**src/rtl/core/egs_pkg.sv**
```systemverilog
// ----------------------------------------------------------------------------
// egs_pkg
// Shared widths, constants and the divider command type of the glide smoother.
// ----------------------------------------------------------------------------
package egs_pkg;

   localparam int SAMPLE_WIDTH_DEF = 32;
   localparam int RATE_WIDTH       = 19;
   localparam int MS_WIDTH         = 24;

   localparam int DVD_WIDTH = 54;
   localparam int DVS_WIDTH = 42;
   localparam int CNT_WIDTH = 6;

   localparam int MUL_A_WIDTH = 33;
   localparam int MUL_B_WIDTH = 32;
   localparam int MUL_P_WIDTH = MUL_A_WIDTH + MUL_B_WIDTH;

   localparam logic [RATE_WIDTH-1:0] RATE_RESET = 19'd48000;

   // log2(1000) in Q.32 times 256000
   localparam logic [DVD_WIDTH-1:0] EXP_NUM   = 54'd10957495700992000;
   localparam logic [31:0]          LN2_Q32   = 32'd2977044472;
   localparam logic [3:0]           EXP_TERMS = 4'd13;

   localparam logic [CNT_WIDTH-1:0] ITERS_EXP  = 6'd54;
   localparam logic [CNT_WIDTH-1:0] ITERS_TERM = 6'd33;

   typedef struct packed {
      logic                 start;
      logic [CNT_WIDTH-1:0] iters;
   } div_cmd_type;

endpackage

```
**src/rtl/core/egs_divider.sv**
```systemverilog
// ----------------------------------------------------------------------------
// egs_divider
// Restoring divider, one quotient bit per cycle, from the dividend MSB down.
// ----------------------------------------------------------------------------
module egs_divider (
   input  logic                           clock,
   input  logic                           reset,
   input  egs_pkg::div_cmd_type           cmd,
   input  logic [egs_pkg::DVD_WIDTH-1:0]  dividend,
   input  logic [egs_pkg::DVS_WIDTH-1:0]  divisor,
   output logic                           done,
   output logic [egs_pkg::DVD_WIDTH-1:0]  quotient
);
   import egs_pkg::*;

   logic                 busy_ff, busy_in;
   logic                 done_ff, done_in;
   logic [CNT_WIDTH-1:0] cnt_ff, cnt_in;
   logic [DVS_WIDTH:0]   rem_ff, rem_in;
   logic [DVS_WIDTH-1:0] dvs_ff, dvs_in;
   logic [DVD_WIDTH-1:0] dvd_ff, dvd_in;
   logic [DVD_WIDTH-1:0] quo_ff, quo_in;
   logic [DVS_WIDTH:0]   trial;

   always_comb begin
      busy_in = busy_ff;
      done_in = 1'b0;
      cnt_in  = cnt_ff;
      rem_in  = rem_ff;
      dvs_in  = dvs_ff;
      dvd_in  = dvd_ff;
      quo_in  = quo_ff;
      trial   = {rem_ff[DVS_WIDTH-1:0], dvd_ff[DVD_WIDTH-1]};
      if (cmd.start) begin
         busy_in = 1'b1;
         cnt_in  = cmd.iters;
         rem_in  = '0;
         dvs_in  = divisor;
         dvd_in  = dividend;
         quo_in  = '0;
      end else if (busy_ff) begin
         dvd_in = {dvd_ff[DVD_WIDTH-2:0], 1'b0};
         if (trial >= {1'b0, dvs_ff}) begin
            rem_in = trial - {1'b0, dvs_ff};
            quo_in = {quo_ff[DVD_WIDTH-2:0], 1'b1};
         end else begin
            rem_in = trial;
            quo_in = {quo_ff[DVD_WIDTH-2:0], 1'b0};
         end
         cnt_in = cnt_ff - 1'b1;
         if (cnt_ff == CNT_WIDTH'(1)) begin
            busy_in = 1'b0;
            done_in = 1'b1;
         end
      end
   end

   always_ff @(posedge clock) begin
      if (reset) begin
         busy_ff <= 1'b0;
         done_ff <= 1'b0;
         cnt_ff  <= '0;
      end else begin
         busy_ff <= busy_in;
         done_ff <= done_in;
         cnt_ff  <= cnt_in;
      end
      rem_ff <= rem_in;
      dvs_ff <= dvs_in;
      dvd_ff <= dvd_in;
      quo_ff <= quo_in;
   end

   assign done     = done_ff;
   assign quotient = quo_ff;

endmodule

```
**src/rtl/core/egs_mult.sv**
```systemverilog
// ----------------------------------------------------------------------------
// egs_mult
// Shared unsigned multiplier with a registered product.
// ----------------------------------------------------------------------------
module egs_mult (
   input  logic                             clock,
   input  logic [egs_pkg::MUL_A_WIDTH-1:0]  op_a,
   input  logic [egs_pkg::MUL_B_WIDTH-1:0]  op_b,
   output logic [egs_pkg::MUL_P_WIDTH-1:0]  product
);
   import egs_pkg::*;

   logic [MUL_P_WIDTH-1:0] prod_ff, prod_in;

   assign prod_in = {{MUL_B_WIDTH{1'b0}}, op_a} * {{MUL_A_WIDTH{1'b0}}, op_b};

   always_ff @(posedge clock) begin
      prod_ff <= prod_in;
   end

   assign product = prod_ff;

endmodule

```
**src/rtl/core/exponential_glide_smoother.sv**
```systemverilog
// ----------------------------------------------------------------------------
// exponential_glide_smoother
// One-pole smoother with per-sample glide time, coefficient 0.001^(1/(ms*kHz)).
// ----------------------------------------------------------------------------
// A clear zeroes the stored output and gives no result; a bypass result is registered
// and shows the cycle after acceptance. A glide request runs the serial divider for the
// exponent and then for each of the 13 series terms before its result is shown.
// A zero rate skips straight to the product; a very short glide skips the series.
// One request at a time; a new request is taken once the result slot is free.
// Synchronous reset: rate 48000 Hz, stored output zero, no result pending.
module exponential_glide_smoother #(
   parameter int SAMPLE_WIDTH = egs_pkg::SAMPLE_WIDTH_DEF
) (
   input  logic                             clock,
   input  logic                             reset,
   input  logic                             req_valid,
   output logic                             req_ready,
   input  logic                             req_func,
   input  logic signed [SAMPLE_WIDTH-1:0]   req_sample_in,
   input  logic signed [egs_pkg::MS_WIDTH-1:0] req_glide_ms,
   output logic                             rsp_valid,
   input  logic                             rsp_ready,
   output logic signed [SAMPLE_WIDTH-1:0]   rsp_sample_out,
   input  logic                             csr_wr_en,
   input  logic [egs_pkg::RATE_WIDTH-1:0]   csr_wr_data
);
   import egs_pkg::*;

   localparam int MW = (SAMPLE_WIDTH + 1 > 33) ? SAMPLE_WIDTH + 1 : 33;
   localparam int YW = MW + 2;

   localparam logic signed [YW-1:0] SAT_HI =
      ({{(YW-1){1'b0}}, 1'b1} << (SAMPLE_WIDTH - 1)) - 1'b1;
   localparam logic signed [YW-1:0] SAT_LO = -SAT_HI - 1'b1;

   localparam logic [3:0] S_IDLE = 4'd0;
   localparam logic [3:0] S_DEN  = 4'd1;
   localparam logic [3:0] S_DIVS = 4'd2;
   localparam logic [3:0] S_DIVW = 4'd3;
   localparam logic [3:0] S_F    = 4'd4;
   localparam logic [3:0] S_TLD  = 4'd5;
   localparam logic [3:0] S_TM   = 4'd6;
   localparam logic [3:0] S_TDS  = 4'd7;
   localparam logic [3:0] S_TDW  = 4'd8;
   localparam logic [3:0] S_AC   = 4'd9;
   localparam logic [3:0] S_PLO  = 4'd10;
   localparam logic [3:0] S_PLOW = 4'd11;
   localparam logic [3:0] S_PHIW = 4'd12;

   logic [3:0]               state_ff, state_in;
   logic [RATE_WIDTH-1:0]    rate_ff, rate_in;
   logic [SAMPLE_WIDTH-1:0]  last_ff, last_in;
   logic                     rsp_valid_ff, rsp_valid_in;
   logic [SAMPLE_WIDTH-1:0]  out_ff, out_in;
   logic [SAMPLE_WIDTH-1:0]  x_ff, x_in;
   logic [MS_WIDTH-2:0]      ms_ff, ms_in;
   logic [31:0]              f_ff, f_in;
   logic [4:0]               n_ff, n_in;
   logic [31:0]              t_ff, t_in;
   logic [32:0]              term_ff, term_in;
   logic signed [34:0]       sum_ff, sum_in;
   logic [3:0]               k_ff, k_in;
   logic [31:0]              a_ff, a_in;
   logic [32:0]              plo_ff, plo_in;

   logic [MUL_A_WIDTH-1:0]   mul_a;
   logic [MUL_B_WIDTH-1:0]   mul_b;
   logic [MUL_P_WIDTH-1:0]   prod;
   div_cmd_type              div_cmd;
   logic [DVD_WIDTH-1:0]     div_dvd;
   logic [DVS_WIDTH-1:0]     div_dvs;
   logic                     div_done;
   logic [DVD_WIDTH-1:0]     div_quo;

   logic signed [MW:0]       diff;
   logic                     neg;
   logic [MW-1:0]            mag;
   logic [MUL_P_WIDTH-1:0]   rnd;
   logic [MW:0]              p_sum;
   logic signed [YW-1:0]     y_raw;
   logic [SAMPLE_WIDTH-1:0]  y_sat;
   logic [33:0]              sum_pos;
   logic [33:0]              sum_shr;
   logic                     accept;

   egs_mult u_mult (
      .clock   (clock),
      .op_a    (mul_a),
      .op_b    (mul_b),
      .product (prod)
   );

   egs_divider u_div (
      .clock    (clock),
      .reset    (reset),
      .cmd      (div_cmd),
      .dividend (div_dvd),
      .divisor  (div_dvs),
      .done     (div_done),
      .quotient (div_quo)
   );

   assign req_ready = (state_ff == S_IDLE) && (!rsp_valid_ff || rsp_ready);
   assign accept    = req_valid && req_ready;

   assign diff = $signed({last_ff[SAMPLE_WIDTH-1], last_ff}) -
                 $signed({x_ff[SAMPLE_WIDTH-1], x_ff});
   assign neg  = diff[MW];
   assign mag  = neg ? MW'(-diff) : MW'(diff);

   assign rnd   = prod + 65'h80000000;
   assign p_sum = (MW + 1)'(prod[MW-1:0]) + (MW + 1)'(plo_ff);

   always_comb begin
      logic signed [YW-1:0] x_ext;
      x_ext = YW'($signed(x_ff));
      if (neg) begin
         y_raw = x_ext - $signed({1'b0, p_sum});
      end else begin
         y_raw = x_ext + $signed({1'b0, p_sum});
      end
      priority if (y_raw > SAT_HI) begin
         y_sat = SAT_HI[SAMPLE_WIDTH-1:0];
      end else if (y_raw < SAT_LO) begin
         y_sat = SAT_LO[SAMPLE_WIDTH-1:0];
      end else begin
         y_sat = y_raw[SAMPLE_WIDTH-1:0];
      end
   end

   assign sum_pos = sum_ff[34] ? 34'd0 : sum_ff[33:0];
   assign sum_shr = sum_pos >> n_ff;

   // operand select for the shared multiplier
   always_comb begin
      mul_a = '0;
      mul_b = '0;
      unique case (state_ff)
         S_DEN: begin
            mul_a = MUL_A_WIDTH'(ms_ff);
            mul_b = MUL_B_WIDTH'(rate_ff);
         end
         S_F: begin
            mul_a = {1'b0, f_ff};
            mul_b = LN2_Q32;
         end
         S_TM: begin
            mul_a = term_ff;
            mul_b = t_ff;
         end
         S_PLO: begin
            mul_a = {1'b0, mag[31:0]};
            mul_b = a_ff;
         end
         S_PLOW, S_PHIW: begin
            mul_a = MUL_A_WIDTH'(mag[MW-1:32]);
            mul_b = a_ff;
         end
         default: begin
            mul_a = '0;
            mul_b = '0;
         end
      endcase
   end

   always_comb begin
      state_in     = state_ff;
      rate_in      = csr_wr_en ? csr_wr_data : rate_ff;
      last_in      = last_ff;
      rsp_valid_in = rsp_valid_ff && !rsp_ready;
      out_in       = out_ff;
      x_in         = x_ff;
      ms_in        = ms_ff;
      f_in         = f_ff;
      n_in         = n_ff;
      t_in         = t_ff;
      term_in      = term_ff;
      sum_in       = sum_ff;
      k_in         = k_ff;
      a_in         = a_ff;
      plo_in       = plo_ff;
      div_cmd      = '{start: 1'b0, iters: ITERS_EXP};
      div_dvd      = EXP_NUM;
      div_dvs      = prod[DVS_WIDTH-1:0];

      unique case (state_ff)
         S_IDLE: begin
            if (accept) begin
               x_in  = req_sample_in;
               ms_in = req_glide_ms[MS_WIDTH-2:0];
               priority if (req_func) begin
                  last_in = '0;
               end else if (req_glide_ms[MS_WIDTH-1] || req_glide_ms == '0) begin
                  out_in       = req_sample_in;
                  rsp_valid_in = 1'b1;
               end else if (rate_ff == '0) begin
                  a_in     = '0;
                  state_in = S_PLO;
               end else begin
                  state_in = S_DEN;
               end
            end
         end
         S_DEN: begin
            state_in = S_DIVS;
         end
         S_DIVS: begin
            div_cmd  = '{start: 1'b1, iters: ITERS_EXP};
            state_in = S_DIVW;
         end
         S_DIVW: begin
            if (div_done) begin
               f_in = div_quo[31:0];
               n_in = div_quo[36:32];
               if (|div_quo[DVD_WIDTH-1:37]) begin
                  a_in     = '0;
                  state_in = S_PLO;
               end else begin
                  state_in = S_F;
               end
            end
         end
         S_F: begin
            state_in = S_TLD;
         end
         S_TLD: begin
            t_in     = prod[63:32];
            term_in  = 33'h1_0000_0000;
            sum_in   = 35'sh1_0000_0000;
            k_in     = 4'd1;
            state_in = S_TM;
         end
         S_TM: begin
            state_in = S_TDS;
         end
         S_TDS: begin
            div_cmd  = '{start: 1'b1, iters: ITERS_TERM};
            div_dvd  = {prod[64:32], {(DVD_WIDTH-33){1'b0}}};
            div_dvs  = DVS_WIDTH'(k_ff);
            state_in = S_TDW;
         end
         S_TDW: begin
            if (div_done) begin
               term_in = div_quo[32:0];
               if (k_ff[0]) begin
                  sum_in = sum_ff - $signed({2'b00, div_quo[32:0]});
               end else begin
                  sum_in = sum_ff + $signed({2'b00, div_quo[32:0]});
               end
               if (k_ff == EXP_TERMS) begin
                  state_in = S_AC;
               end else begin
                  k_in     = k_ff + 1'b1;
                  state_in = S_TM;
               end
            end
         end
         S_AC: begin
            a_in     = (|sum_shr[33:32]) ? 32'hFFFF_FFFF : sum_shr[31:0];
            state_in = S_PLO;
         end
         S_PLO: begin
            state_in = S_PLOW;
         end
         S_PLOW: begin
            // round the low partial product to nearest, halves up
            plo_in   = rnd[64:32];
            state_in = S_PHIW;
         end
         S_PHIW: begin
            // hold until the result slot drains
            if (!rsp_valid_ff || rsp_ready) begin
               last_in      = y_sat;
               out_in       = y_sat;
               rsp_valid_in = 1'b1;
               state_in     = S_IDLE;
            end
         end
         default: begin
            state_in = S_IDLE;
         end
      endcase
   end

   // hi partial product must stay in the product register while waiting
   always_ff @(posedge clock) begin
      if (reset) begin
         state_ff     <= S_IDLE;
         rate_ff      <= RATE_RESET;
         last_ff      <= '0;
         rsp_valid_ff <= 1'b0;
      end else begin
         state_ff     <= state_in;
         rate_ff      <= rate_in;
         last_ff      <= last_in;
         rsp_valid_ff <= rsp_valid_in;
      end
      out_ff  <= out_in;
      x_ff    <= x_in;
      ms_ff   <= ms_in;
      f_ff    <= f_in;
      n_ff    <= n_in;
      t_ff    <= t_in;
      term_ff <= term_in;
      sum_ff  <= sum_in;
      k_ff    <= k_in;
      a_ff    <= a_in;
      plo_ff  <= plo_in;
   end

   assign rsp_valid      = rsp_valid_ff;
   assign rsp_sample_out = out_ff;

endmodule
```
**config.mk**
```make
export PLATFORM = sky130hd
export DESIGN_NAME = exponential_glide_smoother
export DESIGN_NICKNAME = d
export VERILOG_FILES = /design/src/rtl/core/egs_pkg.sv /design/src/rtl/core/egs_divider.sv /design/src/rtl/core/egs_mult.sv /design/src/rtl/core/exponential_glide_smoother.sv
export SDC_FILE = /design/constraint.sdc
export NUM_CORES = 2
export LEC_CHECK = 0
export ABC_AREA = 1
export ABC_CLOCK_PERIOD_IN_PS = 11650
export BUFFER_PORTS_ARGS = -buffer_cell sky130_fd_sc_hd__buf_2
export CORE_UTILIZATION = 41
export CTS_BUF_LIST = sky130_fd_sc_hd__clkbuf_4
export CTS_CLUSTER_DIAMETER = 150
export DETAILED_ROUTE_END_ITERATION = 8
export MAX_ROUTING_LAYER = met4
export PLACE_DENSITY = 0.62
export SLEW_MARGIN = 20
export SYNTH_ARGS = -nofsm -noshare
export SYNTH_HDL_FRONTEND = slang
export SYNTH_SLANG_ARGS = --single-unit
```
**constraint.sdc**
```tcl
create_clock -name clock -period 11.65 [get_ports clock]
set_clock_uncertainty 0.15 [all_clocks]
set_input_delay 2.33 -clock clock [delete_from_list [all_inputs] [get_ports clock]]
set_output_delay 2.33 -clock clock [all_outputs]
set_load 0.01 [all_outputs]
```
==> run summary <==
Drt total wl - 251000 um
Sequential power share - 16.4%
Switching part of the total - 57.8%
HPWL after DPL - 204000 um
Syn_nets - 10.4k
Main combinational cell family by area after synthesis - adder cells
Slew HR - 20.5%
Number of CTS-inserted buffers - 159
# IOs - 115
CTS Sinks - 602
Simple-Gate Fraction of Synth Area - 18.4%
Most frequent cell after synthesis - nand2_1
Endpoints failing hold - 0
Worst EP arrival - 11.98 ns
Multiplexer area fraction after synthesis - 0.0702%
Max rail drop VDD - 258 uV
Internal - 0.00850 W
CTS Buffer Depth - 3
CP Launch Type - flop
Via count - 61.5k
Clock slew at reported path FFs - 0.08 ns
Cell leakage power - 36.6 nW
Ys flop type - edfxtp_1
WL/cell - 21.8 um
H-tree Lvls - 4
Post-synth EDFFs - 377
Fin Setup TNS - 0 ns
Final ANT Viol Nets - 0
P per Cell Area - 262 nW/um2
First-pass GRT wire length - 378000 um
Slowest stage cell, crit path - fa_1
Final min period - 11.13 ns
Die width - 419 um
Clk pwr share - 9.9%
Slew Limit Fails - 0
Post-synthesis adder-cell area fraction - 34.0%
Post-Synth XOR/XNOR Area - 3.13%
Area Overhead vs Synth - 7.86%
Psw - 0.0117 W
RSZ-0062 raised after global routing - false
Initial antenna violation count - 6
Hold Crit Class - reg -> reg
Synth cell types - 72
Buf+Inv Stages, Crit Path - 10
Cells after synthesis - 8919
Worst skew pair latency - 1.14 ns
Critical path class - reg -> reg
Largest net degree at the start of global routing - 79
Vias/cell - 5.35
Required @ worst endpoint - 12.49 ns
GP Congestion - 0.996
Worst Path Max Fanout - 27
FP Rows - 152
Area of the core - 172000 um2
Fmax - 89.8 MHz
Initial Utilization - 41.4%
Slew @ Worst Pin - 1.19 ns
Root Driver - clkbuf_4
Max Cap Viol - 0
Post-synth top cells - 1978 x nand2_1, 1817 x inv_1, 931 x fa_1, 748 x nor2_1, 542 x a21oi_1
Syn Area/Cell - 7.99 um2
Post-synth top area share - 26.2%
GR Overflow Total - 0
Filler cells - 17.5k
Post-CTS Setup Bufs - 0
Worst Setup End Kind - flop
Initial detailed-routing violation count - 5694
Register area share after synthesis - 22.2%
# DRC - 0
Synth warnings - 0
CTS tree - built
#FFs+latches synth - 602
Vias in the first global route - 61.6k
Die height - 419 um
DIE AREA - 175000 um2
Fin Hold WS - 0.279 ns
Synth Area in Compound Gates - 10.5%
Outcome - finished, final reports clean
Tcrit/Tclk final - 95.5%
Final setup vio count - 0
Share of cells above drive strength 1 - 7.58%
Area contributors post-synth - fa_1 26%, edfxtp_1 16%, nand2_1 10%
CP delay by family, top - adder cells
Most used cell, CP - nand2_1
Ys async rst share - 0%
Combinational fraction of design power - 73.7%
Post-Syn Area - 71300 um2
Largest area contributor in the synthesized netlist - fa_1
Nets - 10.5k
IO Port Bufs - 114
Slowest stage delay, CP - 0.58 ns
First-pass DRT Iterations - 6
Gr usage total - 29.5%
[final cells by class]
class	count	area (um2)	area share, %
Antenna cell	11	27.5	0.0358
Tap cell	2310	2890	3.76
Sequential cell	602	15800	20.6
Clock buffer	230	1730	2.25
Multi-Input combinational cell	6162	47300	61.5
Timing Repair Buffer	270	1760	2.29
Clock inverter	65	432	0.562
Inverter	1848	6950	9.04
[power groups by stage]
stage	combinational, W	clock, W	sequential [W]
2_1_floorplan	0.00994	0	0.00316
3_3_place_gp	0.0145	0	0.00333
3_5_place_dp	0.0146	0	0.00334
4_1_cts	0.0147	0.00204	0.00330
5_1_grt	0.0163	0.00216	0.00334
6_report	0.0148	0.00200	0.00331
[metal layers]
metal | global-route usage [%] | vias up | routed length (um)
li1 | - | 28100 | -
met1 | 38.8 | 30400 | 106000
met2 | 45.2 | 2572 | 113000
met3 | 5.07 | 450 | 20400
met4 | 11.9 | 0 | 11000
met5 | - | - | 0
[final timing paths]
| check | slack (ns) | end | start | cells past startpoint |
|---|---|---|---|---|
| hold reg to reg | 0.28 | f_ff[1] | u_div.quotient[1] | 0 |
| setup reg to reg | 0.52 | u_mult.product[55] | x_ff[22] | 44 |
| setup / recovery | 0.52 | u_mult.product[55] | x_ff[22] | 44 |
| hold / removal | 0.28 | f_ff[1] | u_div.quotient[1] | 0 |
[sequential cells by signal, indices dropped and copies added (netlist names), 4 cells and up]
name / count
plo_ff: 33
ms_ff: 23
term_ff: 33
sum_ff: 35
u_div.quotient: 54
x_ff: 32
u_div.dvd_ff: 42
rate_ff: 19
t_ff: 32
state_ff: 4
rsp_sample_out: 32
u_div.cnt_ff: 6
n_ff: 5
u_div.dvs_ff: 42
u_div.rem_ff: 42
u_mult.product: 65
k_ff: 4
f_ff: 32
a_ff: 32
last_ff: 32
[what timing repair did]
action	4_1_cts	5_1_grt
resized for setup	0	7
endpoints found under the setup margin	0	5
hold buffers	0	0
[worst reg2reg max path: cells and delay by family, from the launching register on]
| kind | cells | cell delay (ns) |
|---|---|---|
| AOI/OAI and AO/OA | 1 | 0.14 |
| xor gates and xnor gates | 1 | 0.23 |
| adders and majority gates | 10 | 5.04 |
| buffers and inverters | 10 | 1.10 |
| DFF | 1 | 0.45 |
| and+or+nand+nor | 22 | 3.93 |
[per-stage QoR]
stage               utilization (%)  std cells  area (um2)  total power [W]  worst slack (ns)
global route                   44.6      11500       76800           0.0218            0.0341
detailed placement             43.4      11200       74600           0.0179             0.615
CTS                            44.6      11500       76800           0.0200             0.550
finish                         44.7      11500       76900           0.0202             0.519
floorplan                         -       8919       71300           0.0131              1.78
global placement               43.4      11200       74600           0.0178             0.687
[cells in the final DEF, fill, tap and decap left out, types with 48 or more instances in the layout]
| master | instances |
|---|---|
| nand2_1 | 1975 |
| inv_1 | 1816 |
| fa_1 | 931 |
| nor2_1 | 736 |
| a21oi_1 | 539 |
| ha_1 | 448 |
| o21ai_0 | 386 |
| edfxtp_1 | 377 |
| clkbuf_4 | 230 |
| dfxtp_1 | 225 |
| nand3_1 | 213 |
| xor2_1 | 172 |
| buf_4 | 154 |
| buf_2 | 114 |
| xnor2_1 | 77 |
| o22ai_1 | 63 |
| a31oi_1 | 61 |
| nor3_1 | 58 |
| nand4_1 | 57 |
| clkinv_1 | 48 |
[logic make-up after synthesis]
group,Yosys count
simple gates,3217
buf+inv,2155
fa+ha+maj,1379
compound gates,1309
flops,602
xor+xnor,252
mux,5
No activity file was read; power rests on OpenSTA's default activity.
